==> config.mk <==
export PLATFORM = sky130hd
export DESIGN_NAME = scancode_to_ascii_decoder_top
export DESIGN_NICKNAME = d
export VERILOG_FILES = /design/src/rtl/s2a_pkg.sv /design/src/rtl/s2a_decode.sv /design/src/rtl/scancode_to_ascii_decoder_top.sv
export VERILOG_INCLUDE_DIRS = /design/src /design/src/rtl
export SDC_FILE = /design/constraint.sdc
export NUM_CORES = 1
export LEC_CHECK = 0
export BUFFER_PORTS_ARGS = -buffer_cell sky130_fd_sc_hd__buf_2
export CORE_MARGIN = 5
export CORE_UTILIZATION = 55
export CTS_CLUSTER_DIAMETER = 100
export CTS_CLUSTER_SIZE = 20
export DETAILED_ROUTE_END_ITERATION = 10
export GPL_TIMING_DRIVEN = 0
export PLACE_DENSITY = 0.78
export SYNTH_ARGS = -nofsm -noshare
export SYNTH_HDL_FRONTEND = slang
export SYNTH_SLANG_ARGS = --single-unit
==> constraint.sdc <==
create_clock -name clk -period 3.7 [get_ports clk]
set_input_delay 0 -clock clk [delete_from_list [all_inputs] [get_ports clk]]
set_output_delay 0 -clock clk [all_outputs]
set_load 0.005 [all_outputs]
==> src/rtl/assert_macros.svh <==
// Assertion macros used by the scancode decoder top level.
`ifndef ASSERT_MACROS_SVH
`define ASSERT_MACROS_SVH

`ifndef NO_ASSERTIONS

// Checked on every clock edge outside reset.
`define S2A_ASSERT(lbl, prop, msg) \
  lbl: assert property (@(posedge clk) disable iff (rst) prop) else $error(msg);

// Checked on every clock edge, reset included.
`define S2A_ASSERT_ALWAYS(lbl, prop, msg) \
  lbl: assert property (@(posedge clk) prop) else $error(msg);

`else

`define S2A_ASSERT(lbl, prop, msg)
`define S2A_ASSERT_ALWAYS(lbl, prop, msg)

`endif

`endif

==> src/rtl/s2a_pkg.sv <==
// Types, key codes and keymap tables for the set-1 scancode decoder.
package s2a_pkg;

  localparam int unsigned CODE_W = 8;
  localparam int unsigned CHAR_W = 7;

  // Set-1 key codes; a release code is the press code with bit 7 set
  localparam logic [CODE_W-1:0] KC_CTRL    = 8'h1D;
  localparam logic [CODE_W-1:0] KC_LSHIFT  = 8'h2A;
  localparam logic [CODE_W-1:0] KC_RSHIFT  = 8'h36;
  localparam logic [CODE_W-1:0] KC_ALT     = 8'h38;
  localparam logic [CODE_W-1:0] KC_CAPS    = 8'h3A;
  localparam logic [CODE_W-1:0] KC_BKSP    = 8'h0E;
  localparam logic [CODE_W-1:0] KC_L       = 8'h26;
  localparam logic [CODE_W-1:0] KC_ENTER   = 8'h1C;
  localparam logic [CODE_W-1:0] REL_OFFSET = 8'h80;
  localparam logic [CODE_W-1:0] TABLE_SIZE = 8'd58;

  localparam logic [CHAR_W-1:0] CASE_FLIP  = 7'h20;
  localparam logic [CHAR_W-1:0] CH_FORMFEED = 7'd12;
  localparam logic [CHAR_W-1:0] CH_NONE    = 7'h00;

  // Modifier state carried from one item to the next
  typedef struct packed {
    logic ctrl_held;
    logic shift_held;
    logic alt_held;
    logic caps_on;
  } s2a_flags_t;

  localparam s2a_flags_t FLAGS_RESET = '{default: 1'b0};

  // Decode outcome for one scancode
  typedef struct packed {
    logic              emit;
    logic [CHAR_W-1:0] ch;
  } s2a_result_t;

  // Unshifted column, padded with zeros beyond the last key
  localparam logic [CHAR_W-1:0] KEYMAP_LO [64] = '{
    7'h00, 7'h1B, 7'h31, 7'h32, 7'h33, 7'h34, 7'h35, 7'h36,
    7'h37, 7'h38, 7'h39, 7'h30, 7'h2D, 7'h3D, 7'h08, 7'h09,
    7'h71, 7'h77, 7'h65, 7'h72, 7'h74, 7'h79, 7'h75, 7'h69,
    7'h6F, 7'h70, 7'h5B, 7'h5D, 7'h0A, 7'h00, 7'h61, 7'h73,
    7'h64, 7'h66, 7'h67, 7'h68, 7'h6A, 7'h6B, 7'h6C, 7'h3B,
    7'h27, 7'h60, 7'h00, 7'h5C, 7'h7A, 7'h78, 7'h63, 7'h76,
    7'h62, 7'h6E, 7'h6D, 7'h2C, 7'h2E, 7'h2F, 7'h00, 7'h00,
    7'h00, 7'h20, 7'h00, 7'h00, 7'h00, 7'h00, 7'h00, 7'h00
  };

  // Shifted column
  localparam logic [CHAR_W-1:0] KEYMAP_HI [64] = '{
    7'h00, 7'h1B, 7'h21, 7'h40, 7'h23, 7'h24, 7'h25, 7'h5E,
    7'h26, 7'h2A, 7'h28, 7'h29, 7'h5F, 7'h2B, 7'h08, 7'h09,
    7'h51, 7'h57, 7'h45, 7'h52, 7'h54, 7'h59, 7'h55, 7'h49,
    7'h4F, 7'h50, 7'h7B, 7'h7D, 7'h0A, 7'h00, 7'h41, 7'h53,
    7'h44, 7'h46, 7'h47, 7'h48, 7'h4A, 7'h4B, 7'h4C, 7'h3A,
    7'h22, 7'h7E, 7'h00, 7'h7C, 7'h5A, 7'h58, 7'h43, 7'h56,
    7'h42, 7'h4E, 7'h4D, 7'h3C, 7'h3E, 7'h3F, 7'h00, 7'h00,
    7'h00, 7'h20, 7'h00, 7'h00, 7'h00, 7'h00, 7'h00, 7'h00
  };

endpackage

==> src/rtl/s2a_decode.sv <==
// Combinational decode of one scancode: modifier update and character lookup.
module s2a_decode
  import s2a_pkg::*;
(
  input  logic [CODE_W-1:0] code,
  input  s2a_flags_t        flags,
  output s2a_flags_t        flags_next,
  output s2a_result_t       result
);

  logic              is_mod;
  logic [CHAR_W-1:0] looked_up;
  logic [CHAR_W-1:0] cased;
  logic [CHAR_W-1:0] ch;

  // Modifier and caps codes only touch the flags
  always_comb begin
    flags_next = flags;
    is_mod     = 1'b1;
    unique case (code)
      KC_CTRL:                                     flags_next.ctrl_held  = 1'b1;
      KC_CTRL + REL_OFFSET:                        flags_next.ctrl_held  = 1'b0;
      KC_LSHIFT, KC_RSHIFT:                        flags_next.shift_held = 1'b1;
      KC_LSHIFT + REL_OFFSET, KC_RSHIFT + REL_OFFSET: flags_next.shift_held = 1'b0;
      KC_ALT:                                      flags_next.alt_held   = 1'b1;
      KC_ALT + REL_OFFSET:                         flags_next.alt_held   = 1'b0;
      KC_CAPS:                                     flags_next.caps_on    = ~flags.caps_on;
      KC_CAPS + REL_OFFSET:                        is_mod = 1'b1;
      default:                                     is_mod = 1'b0;
    endcase
  end

  // Table lookup, shifted column while shift is held
  always_comb begin
    if (flags.shift_held) begin
      looked_up = KEYMAP_HI[code[5:0]];
    end else begin
      looked_up = KEYMAP_LO[code[5:0]];
    end
  end

  // Caps lock swaps the case of letters only
  always_comb begin
    cased = looked_up;
    if (flags.caps_on) begin
      if (looked_up >= 7'h61 && looked_up <= 7'h7A) begin
        cased = looked_up - CASE_FLIP;
      end else if (looked_up >= 7'h41 && looked_up <= 7'h5A) begin
        cased = looked_up + CASE_FLIP;
      end
    end
  end

  // Modifier, alt, range and ctrl filters, then the table path
  always_comb begin
    if (is_mod) begin
      ch = CH_NONE;
    end else if (flags.alt_held && code != KC_BKSP) begin
      ch = CH_NONE;
    end else if (code >= TABLE_SIZE) begin
      ch = CH_NONE;
    end else if (flags.ctrl_held && code == KC_L) begin
      ch = CH_FORMFEED;
    end else if (flags.ctrl_held && code != KC_BKSP && code != KC_ENTER) begin
      ch = CH_NONE;
    end else begin
      ch = cased;
    end
  end

  assign result.ch   = ch;
  assign result.emit = (ch != CH_NONE);

endmodule

==> src/rtl/scancode_to_ascii_decoder_top.sv <==
// Top level of the set-1 scancode to ASCII decoder: input and result registers.
//
// Usage:
//   Scancode bytes enter on the scancode channel (scancode_valid /
//   scancode_ready); characters leave on the ascii channel (ascii_valid /
//   ascii_ready). Modifier, caps and unmapped codes update state or are
//   dropped and give no character.
//   A scancode taken into the input register gives its character, if any,
//   on ascii_char from the result register (one input register, one result register).
//   Throughput: one scancode per cycle while the receiver takes results.
//   The input register drains into the result register in the same cycle
//   as the receiver takes the waiting character, so a back-to-back stream
//   flows without bubbles.
//   Stall: while ascii_ready is low with a character waiting, one further
//   scancode is held in the input register and scancode_ready drops.
//   Reset: synchronous rst clears both registers' valid flags and the
//   ctrl, shift, alt and caps flags; the block is ready in the next cycle.
module scancode_to_ascii_decoder_top
  import s2a_pkg::*;
(
  input  logic              clk,
  input  logic              rst,
  input  logic [CODE_W-1:0] scancode,
  input  logic              scancode_valid,
  output logic              scancode_ready,
  output logic [CHAR_W-1:0] ascii_char,
  output logic              ascii_valid,
  input  logic              ascii_ready
);

`include "assert_macros.svh"

  logic              s1_valid;
  logic [CODE_W-1:0] s1_code;
  s2a_flags_t        flags;
  s2a_flags_t        flags_next;
  s2a_result_t       result;
  logic              advance;
  logic              accept;

  // Handshake: the input stage moves on when the result register is empty or being taken
  assign advance        = s1_valid && (!ascii_valid || ascii_ready);
  assign scancode_ready = !s1_valid || advance;
  assign accept         = scancode_valid && scancode_ready;

  // Input register
  always_ff @(posedge clk) begin
    if (rst) begin
      s1_valid <= 1'b0;
    end else if (scancode_ready) begin
      s1_valid <= scancode_valid;
    end
  end

  always_ff @(posedge clk) begin
    if (accept) begin
      s1_code <= scancode;
    end
  end

  s2a_decode u_decode (
    .code       (s1_code),
    .flags      (flags),
    .flags_next (flags_next),
    .result     (result)
  );

  // Modifier flags, updated as each item leaves the input stage
  always_ff @(posedge clk) begin
    if (rst) begin
      flags <= FLAGS_RESET;
    end else if (advance) begin
      flags <= flags_next;
    end
  end

  // Result register
  always_ff @(posedge clk) begin
    if (rst) begin
      ascii_valid <= 1'b0;
    end else if (advance) begin
      ascii_valid <= result.emit;
    end else if (ascii_ready) begin
      ascii_valid <= 1'b0;
    end
  end

  always_ff @(posedge clk) begin
    if (advance && result.emit) begin
      ascii_char <= result.ch;
    end
  end

  // Checks
  `S2A_ASSERT(a_char_nonzero, ascii_valid |-> (ascii_char != CH_NONE),
              "result register holds a null character")
  `S2A_ASSERT(a_s1_holds, (s1_valid && !advance) |=> (s1_valid && $stable(s1_code)),
              "stalled input stage lost its item")
  `S2A_ASSERT(a_caps_only_on_press, !(advance && s1_code == KC_CAPS) |=> $stable(flags.caps_on),
              "caps flag changed without a caps press")
  `S2A_ASSERT_ALWAYS(a_reset_clears, rst |=> (!s1_valid && !ascii_valid && flags == FLAGS_RESET),
                     "reset did not clear control state")

endmodule

==> flow_summary.ini, run 1 <==
[detailed_routing]
wl_per_cell_um = 20.0
drc_errors = 0
dr.pass1.iters = 5
first_iter_violations = 284
route.met2.wl_um = 4060
postRouteAntennaNets = 0
wl_met3_um = 875
highest_layer = met4
viasPerCell = 6.74
wl_met1_um = 2950
route.vias.total = 2805
routed_wl_um = 8340

[yosys]
synthTopCellsByCount = nor2_1 (22), nand2_1 (21), a21oi_1 (20)
syn-num-nets = 323
synthesis.area_um2 = 2390
yosysMostFrequentCell = nor2_1
synth-edff-count = 15
synthTopCellsByArea = edfxtp_1 (19%), ha_1 (7.3%), dfxtp_1 (5.0%), a21oi_1 (4.2%), nor2b_1 (3.7%)
syn_inst = 297
synth-async-reset-ratio = 0
yosysUniqueCellTypes = 70
synth_largest_area_cell = edfxtp_1
yosysSeqAreaShare = 0.238
synth_top_area_frac = 0.188
post_synth.cell_area_avg_um2 = 8.06
yosysWarnings = 0
synth-main-ff-cell = edfxtp_1
synth_seq_cells = 21

[timing]
post-route-min-period_ns = 3.66
worst_pin_slew_ns = 0.551
slew_viol_final = 0
max_slew_margin = 0.628
clock_skew_ns = 0.00832
hold_viol = 0
clock.fmax_ghz = 0.273
setup_viol = 0
fin_crit_sh = 0.990
grt_setup_unrepaired = yes

[floorplanning]
core_um2 = 4290
initial_utilization = 0.557
die_x_um = 76.0
std_cell_rows = 24
dieArea_um2 = 5770
io-pin-count = 21
die_h_um = 76.0

[clocking]
clock_latency_ns = 0.27
cts-buffers-inserted = 3
cts_htree_levels = 1
cts.reportedPaths.clkPinSlew_ns = 0.08
clockRootBuffer = clkbuf_8
cts_tree = done
clkSinkCount = 21
cts_buffer_depth = 2

[placed_design]
gp_congestion = 0.975
io_buffer_count = 20
place_area_um2 = 2570
dp_hpwl_um = 5250

[final_layout]
n_antenna_cell = 0
nets = 391
syn_to_final_growth_pct = 39.9
drive_gt1_frac = 0.360
final_area_um2 = 3350
nFillCells = 306

[critical_path]
path_max_fanout = 7
worstPathRequired_ns = 3.66
worstSetupPathType = reg2reg
worstSetupEndpointType = flip-flop
start_kind = flip-flop
arrival_ns = 3.62

[min_path]
hold_class = in2reg

[grt]
grt_use_total = 0.257
grt_pass1_vias = 2527
grt-ovfl-total = 0
grt_max_degree = 12
antenna_found_initial = 0
grt_pass1_wl_um = 12300

[power_and_ir_drop]
total_power_uw = 800
irDropWorstVdd_uv = 267
leakagePower_uw = 0.00131
powerDensity_nw_per_um2 = 239

[job]
cap_violations = 0

[outcome]
status = finished, final reports clean
[sequential cells by signal (all words and copies together), names as in the netlist]
name	count
flags	4
ascii_valid	1
s1_valid	1
ascii_char	7
s1_code	8
[timing repair]
item,CTS,global route
setup endpoints to repair,10,10
setup buffers,12,20
hold buffers,11,0
pin swaps,6,22
gates cloned,0,1
resized for setup,36,54
hold endpoints to repair,13,0
[cell usage in the layout, fill, tap and decap left out, types with 3 or more instances in the layout]
cell type      count
a211oi_1           5
a21o_1             5
a21oi_1           16
a21oi_2            3
a31oi_1            6
and2_1             4
buf_2             25
buf_4             33
buf_6              6
clkbuf_2           3
clkbuf_8           4
dfxtp_1            6
dlygate4sd3_1     11
edfxtp_1          15
ha_1               6
ha_4               7
inv_1              9
mux2i_1            5
nand2_1           21
nand2b_1          12
nand3_1            7
nand4_1            5
nor2_1            20
nor2b_1           14
nor3_1             8
nor4_1             3
o2111ai_1          3
o211ai_1           4
o21ai_0            8
o21ai_1            3
o21bai_1           3
or2_2              3
or3_1              6
[where the power goes]
part	switching [uW]	internal [uW]
combinational	209	171
clock	74.1	76.9
sequential	7.22	262
total	290	510
[per-stage QoR]
step / setup slack, ns / setup TNS [ns] / cells / util / hold WS [ns]
after floorplan: 0.0175 / 0 / 297 / - / 0.0724
after global placement: -0.524 / -4.31 / 369 / 0.598 / 0.177
after detailed placement: -0.607 / -5.14 / 369 / 0.598 / 0.179
after CTS: 0.000342 / 0 / 395 / 0.689 / 0.0859
after global routing: -0.121 / -0.841 / 416 / 0.780 / 0.113
final: 0.0374 / 0 / 416 / 0.780 / 0.0888
[routing by layer]
layer  global-route usage  vias to the layer above
met3               0.0414                       53
met5                    0                        -
met1                0.329                     1287
met4                0.126                        0
met2                0.416                      211
li1                     -                     1254
[worst paths after layout]
check,slack (ns),start,cells after the start,end
setup / recovery,0.04,s1_code[1],13,ascii_char[4]
hold / removal,0.09,ascii_ready,4,ascii_valid
setup reg to reg,0.04,s1_code[1],13,ascii_char[4]
hold reg to reg,0.53,flags[1],2,flags[1]
[layout make-up]
class | count | area [um^2] | area share
buffer | 19 | 154 | 0.0460
clock buffer | 4 | 45.0 | 0.0135
inverter | 14 | 80.1 | 0.0239
multi-input combinational | 242 | 1960 | 0.586
sequential | 21 | 571 | 0.170
tap | 52 | 65.1 | 0.0194
timing repair buffer | 64 | 472 | 0.141
[cells by family (layout without fill, tap and decap cells)]
kind of cell,Yosys count,count (layout),share of synthesized area
XOR/XNOR,2,2,0.00732
AND/OR/NAND/NOR,129,129,0.307
flip-flops,21,21,0.238
AO/OA/AOI/OAI,88,88,0.259
buffers and inverters,34,101,0.0700
adder cells (fa/ha/maj),14,14,0.0732
multiplexers,9,9,0.0444
[worst max-delay path: stages, from the launching register on]
cell and delay (ns):
edfxtp_1 0.41, clkbuf_8 0.19, clkinv_8 0.08, ha_4 0.17
and2b_2 0.22, or3_1 0.34, a32oi_1 0.18, o2111ai_2 0.18
or4_4 0.51, o2111ai_4 0.25, nand4_4 0.18, nor3_4 0.27
o31ai_4 0.10, a21oi_4 0.28
Power figures use the tool's default switching activity.
==> inputs of run 2 (changes only) <==
--- a/config.mk
+++ b/config.mk
@@ -6,7 +6,7 @@
 export SDC_FILE = /design/constraint.sdc
 export NUM_CORES = 1
 export LEC_CHECK = 0
-export BUFFER_PORTS_ARGS = -buffer_cell sky130_fd_sc_hd__buf_2
+export BUFFER_PORTS_ARGS = -buffer_cell sky130_fd_sc_hd__buf_4
 export CORE_MARGIN = 5
 export CORE_UTILIZATION = 55
 export CTS_CLUSTER_DIAMETER = 100
==> flow_summary.ini, run 2 (synthesized netlist as in run 1, its figures left out) <==
[detailed_routing]
drc_errors = 0
postRouteAntennaNets = 0
route.vias.total = 2872
routed_wl_um = 9040
first_iter_violations = 500
viasPerCell = 7.02
dr.pass1.iters = 7
wl_per_cell_um = 22.1

[timing]
max_slew_margin = 0.598
holdWs_ns = 0.0957
hold_viol = 0
grt_setup_unrepaired = yes
fin_crit_sh = 1.04
worst_pin_slew_ns = 0.598
slew_viol_final = 0
clock.fmax_ghz = 0.261
clock_skew_ns = 0.00923
post-route-min-period_ns = 3.84
setup_viol = 7
fin_ws_ns = -0.137

[final_layout]
nets = 384
syn_to_final_growth_pct = 37.4
largest_reg_flops = 8
top_regs = s1_code: 8 flops, ascii_char: 7 flops, flags: 4 flops
fin_cells = 409
regMostFlops = s1_code
ff_latch_area_um2 = 571
nFillCells = 286
drive_gt1_frac = 0.347
mostFrequentLayoutCells = buf_4 (49), nand2_1 (21), nor2_1 (20)
n_antenna_cell = 0
multi_input_area_um2 = 1930
layout_commonest_cell = buf_4

[clocking]
clock_latency_ns = 0.27
cts-buffers-inserted = 3
cts_tree = done
cts_htree_levels = 1
cts_buffer_depth = 2
clkSinkCount = 21
cts.reportedPaths.clkPinSlew_ns = 0.08
clockRootBuffer = clkbuf_8

[outcome]
status = complete, but fails checks
violations = setup timing

[grt]
grt_max_degree = 13
grt_use_total = 0.279
antenna_found_initial = 0
grt-ovfl-total = 0
grt_pass1_vias = 2628
grt_pass1_wl_um = 13300

[min_path]
hold_class = in2reg
hold_depth = 4
hold-path-endpoint = s1_valid
min_from = ascii_ready

[critical_path]
worstSetupStartpoint = flags[2]
r2r_setup_slack_ns = -0.14
path_max_fanout = 10
worstPathRequired_ns = 3.66
r2r_end = ascii_char[1]
start_kind = flip-flop
arrival_ns = 3.80
r2r_start = flags[2]
reg2reg_depth = 11
worstSetupEndpointType = flip-flop
worstSetupPathType = reg2reg

[job]
cap_violations = 0

[power_and_ir_drop]
p_clk_frac = 0.193
irDropWorstVdd_uv = 248
combPwrFrac = 0.474
powerDensity_nw_per_um2 = 246
leakagePower_uw = 0.00128
p_switching_uw = 303
cellInternalPower_uw = 505
switching_share = 0.375
power_frac_seq = 0.334

[floorplanning]
die_h_um = 76.0
io-pin-count = 21
dieArea_um2 = 5770
die_x_um = 76.0
core_um2 = 4290
initial_utilization = 0.557
std_cell_rows = 24

[placed_design]
dp.cells = 369
io_buffer_count = 20
gp_congestion = 0.966
dp_hpwl_um = 5420
-- run 2: timing repair --
action                     4_1_cts  5_1_grt
pin swaps                       13       18
buffers inserted                14       13
setup endpoints to repair       10       10
hold endpoints to repair        13        0
gates resized for setup         42       36
hold buffers                    10        0
-- run 2: worst max path at each step --
stage	slack [ns]	end	depth (start not counted)
2_1_floorplan	0.02	ascii_char[0]	13
3_5_place_dp	-0.56	ascii_char[1]	13
5_1_grt	-0.25	ascii_char[4]	15
3_3_place_gp	-0.49	ascii_char[4]	13
4_1_cts	0.008	ascii_char[1]	13
6_report	-0.14	ascii_char[1]	11
-- run 2: worst max-delay path: stages (launching register included) --
cell       delay (ns)
dfxtp_1          0.31
clkbuf_1         0.38
clkbuf_1         0.46
o211ai_1         0.28
o2111ai_1        0.16
and4_1           0.39
o21ai_2          0.16
or4_4            0.56
nand4_4          0.16
nor3b_4          0.27
o31ai_4          0.13
a21oi_4          0.28
-- run 2: stage by stage --
stage | power, uW | instance area, um^2 | TNS [ns] | util | setup slack (ns)
final | 808 | 3290 | -0.949 | 0.766 | -0.137
after global routing | 838 | 3290 | -1.88 | 0.766 | -0.251
after CTS | 729 | 3030 | 0 | 0.707 | 0.00842
after detailed placement | 515 | 2620 | -4.63 | 0.610 | -0.558
after global placement | 515 | 2620 | -4.02 | 0.610 | -0.488
after floorplan | 448 | 2400 | 0 | - | 0.0175
-- run 2: metal layers --
metal / vias up / global-route usage / wire, um
li1: 1241 / - / -
met1: 1271 / 0.358 / 3170
met2: 272 / 0.440 / 3990
met3: 88 / 0.0697 / 1260
met4: 0 / 0.125 / 615
met5: - / 0 / 0
-- run 2: final cells by class --
type	count	share of cell area
multi-input combinational	242	0.586
sequential	21	0.174
timing repair buffer	57	0.140
buffer	19	0.0457
inverter	14	0.0205
tap	52	0.0198
clock buffer	3	0.0126
clock inverter	1	0.00152
-- run 2: power groups by stage --
stage          sequential (uW)  combinational [uW]  clock, uW
5_1_grt                    271                 401        166
4_1_cts                    269                 305        155
6_report                   270                 383        156
2_1_floorplan              273                 175          0
3_5_place_dp               276                 239          0
3_3_place_gp               275                 240          0
==> inputs of run 3 (changes only) <==
--- a/config.mk
+++ b/config.mk
@@ -8,12 +8,11 @@
 export LEC_CHECK = 0
 export BUFFER_PORTS_ARGS = -buffer_cell sky130_fd_sc_hd__buf_4
 export CORE_MARGIN = 5
-export CORE_UTILIZATION = 55
+export CORE_UTILIZATION = 60
 export CTS_CLUSTER_DIAMETER = 100
-export CTS_CLUSTER_SIZE = 20
 export DETAILED_ROUTE_END_ITERATION = 10
 export GPL_TIMING_DRIVEN = 0
-export PLACE_DENSITY = 0.78
+export PLACE_DENSITY = 0.81
 export SYNTH_ARGS = -nofsm -noshare
 export SYNTH_HDL_FRONTEND = slang
 export SYNTH_SLANG_ARGS = --single-unit
==> constraint.sdc (replaced) <==
create_clock -name clk -period 3.6 [get_ports clk]
set_input_delay 0 -clock clk [delete_from_list [all_inputs] [get_ports clk]]
set_output_delay 0 -clock clk [all_outputs]
set_load 0.005 [all_outputs]
==> flow_summary.ini, run 3 (synthesized netlist as in run 1, its figures left out) <==
[critical_path]
r2r_start = s1_code[1]
worstSetupEndpointType = flip-flop
r2r_end = ascii_char[6]
arrival_ns = 3.62
worstSetupPathType = reg2reg
worstPathRequired_ns = 3.54
r2r_setup_slack_ns = -0.08
start_kind = flip-flop
path_max_fanout = 7
reg2reg_depth = 13

[power_and_ir_drop]
irDropWorstVdd_uv = 303
leakagePower_uw = 0.00125
powerDensity_nw_per_um2 = 245

[floorplanning]
dieArea_um2 = 5350
die_x_um = 73.2
core_um2 = 3940
io-pin-count = 21
die_h_um = 73.2
initial_utilization = 0.607
std_cell_rows = 23

[clocking]
clock_latency_ns = 0.25
cts_htree_levels = 1
clockRootBuffer = clkbuf_8
cts-buffers-inserted = 3
cts_buffer_depth = 2
cts.reportedPaths.clkPinSlew_ns = 0.07
clkSinkCount = 21
cts_tree = done

[final_layout]
nets = 380
regMostFlops = s1_code
multi_input_area_um2 = 1900
mostFrequentLayoutCells = buf_4 (44), nand2_1 (21), nor2_1 (20)
nFillCells = 245
utilization = 0.819
ff_latch_area_um2 = 571
final_area_um2 = 3230
drive_gt1_frac = 0.340
largest_reg_flops = 8
top_regs = s1_code: 8 flops, ascii_char: 7 flops, flags: 4 flops
syn_to_final_growth_pct = 35.0
layout_commonest_cell = buf_4
n_antenna_cell = 0

[placed_design]
dp_hpwl_um = 5210
place_area_um2 = 2630
gp_congestion = 1.00
io_buffer_count = 20

[timing]
slew_viol_final = 0
fin_crit_sh = 1.02
setup_viol = 7
max_slew_margin = 0.673
worst_pin_slew_ns = 0.484
hold_viol = 0
post-route-min-period_ns = 3.68
clock_skew_ns = 0.00271
clock.fmax_ghz = 0.272
grt_setup_unrepaired = yes
fin_ws_ns = -0.0758
setup_tns_ns = -0.529

[min_path]
hold_class = in2reg
hold_depth = 4
hold-path-endpoint = ascii_valid
min_from = ascii_ready

[detailed_routing]
dr.pass1.iters = 6
route.vias.total = 2654
first_iter_violations = 251
wl_per_cell_um = 19.8
drc_errors = 0
viasPerCell = 6.59
postRouteAntennaNets = 0
routed_wl_um = 8000

[grt]
grt_use_total = 0.305
grt_max_degree = 13
grt_pass1_vias = 2604
grt_pass1_wl_um = 12700
antenna_found_initial = 0
grt-ovfl-total = 0

[outcome]
violations = setup timing
status = complete, but fails checks

[job]
cap_violations = 0
## run 3: metal layers
layer	routed length [um]	track usage	vias to the layer above
met3	782	0.0716	41
met2	3900	0.535	172
met5	0	0	-
met4	287	0.0738	0
li1	-	-	1222
met1	3030	0.374	1219
## run 3: worst max-delay path by stage
stage,start,to,cells after the start
2_1_floorplan,s1_code[1],ascii_char[0],13
3_3_place_gp,s1_code[1],ascii_char[0],13
3_5_place_dp,s1_code[1],ascii_char[4],13
4_1_cts,s1_code[0],ascii_char[4],13
5_1_grt,s1_code[2],ascii_char[5],15
6_report,s1_code[1],ascii_char[6],13
## run 3: area by class of cell
| class | instances | share of cell area |
|---|---|---|
| sequential | 21 | 0.177 |
| buffer | 18 | 0.0438 |
| multi-input combinational | 242 | 0.588 |
| clock buffer | 4 | 0.0139 |
| inverter | 14 | 0.0225 |
| timing repair buffer | 54 | 0.136 |
| tap | 50 | 0.0194 |
## run 3: metrics by stage
| stage | worst slack (ns) | hold WS (ns) | instances | total power [uW] |
|---|---|---|---|---|
| 4_1_cts | -0.00598 | 0.0887 | 396 | 753 |
| 3_5_place_dp | -0.604 | 0.179 | 367 | 532 |
| 6_report | -0.0758 | 0.0906 | 403 | 791 |
| 5_1_grt | -0.206 | 0.113 | 403 | 828 |
| 3_3_place_gp | -0.581 | 0.178 | 367 | 529 |
| 2_1_floorplan | 0.00970 | 0.0724 | 297 | 463 |
## run 3: where the power goes
group	internal, uW	switching [uW]
logic	165	201
clock network	78.6	67.3
registers	270	9.29
total	513	278
## run 3: what timing repair did
| action | 4_1_cts | 5_1_grt |
|---|---|---|
| hold endpoints to repair | 13 | 0 |
| endpoints found under the setup margin | 10 | 10 |
| gates resized for setup | 52 | 17 |
| pin swaps | 16 | 14 |
| hold buffers | 10 | 0 |
| gates cloned | 0 | 0 |
| buffers inserted | 17 | 7 |
## run 3: worst max-delay path: stages (launching register included)
cell       delay (ns)
edfxtp_1         0.44
buf_8            0.15
clkinv_8         0.07
ha_4             0.18
and2b_2          0.20
or3_1            0.34
a32oi_1          0.18
o2111ai_2        0.17
or4_4            0.58
o2111ai_4        0.23
nand4_4          0.18
nor3_4           0.25
o31ai_4          0.11
a21oi_4          0.27
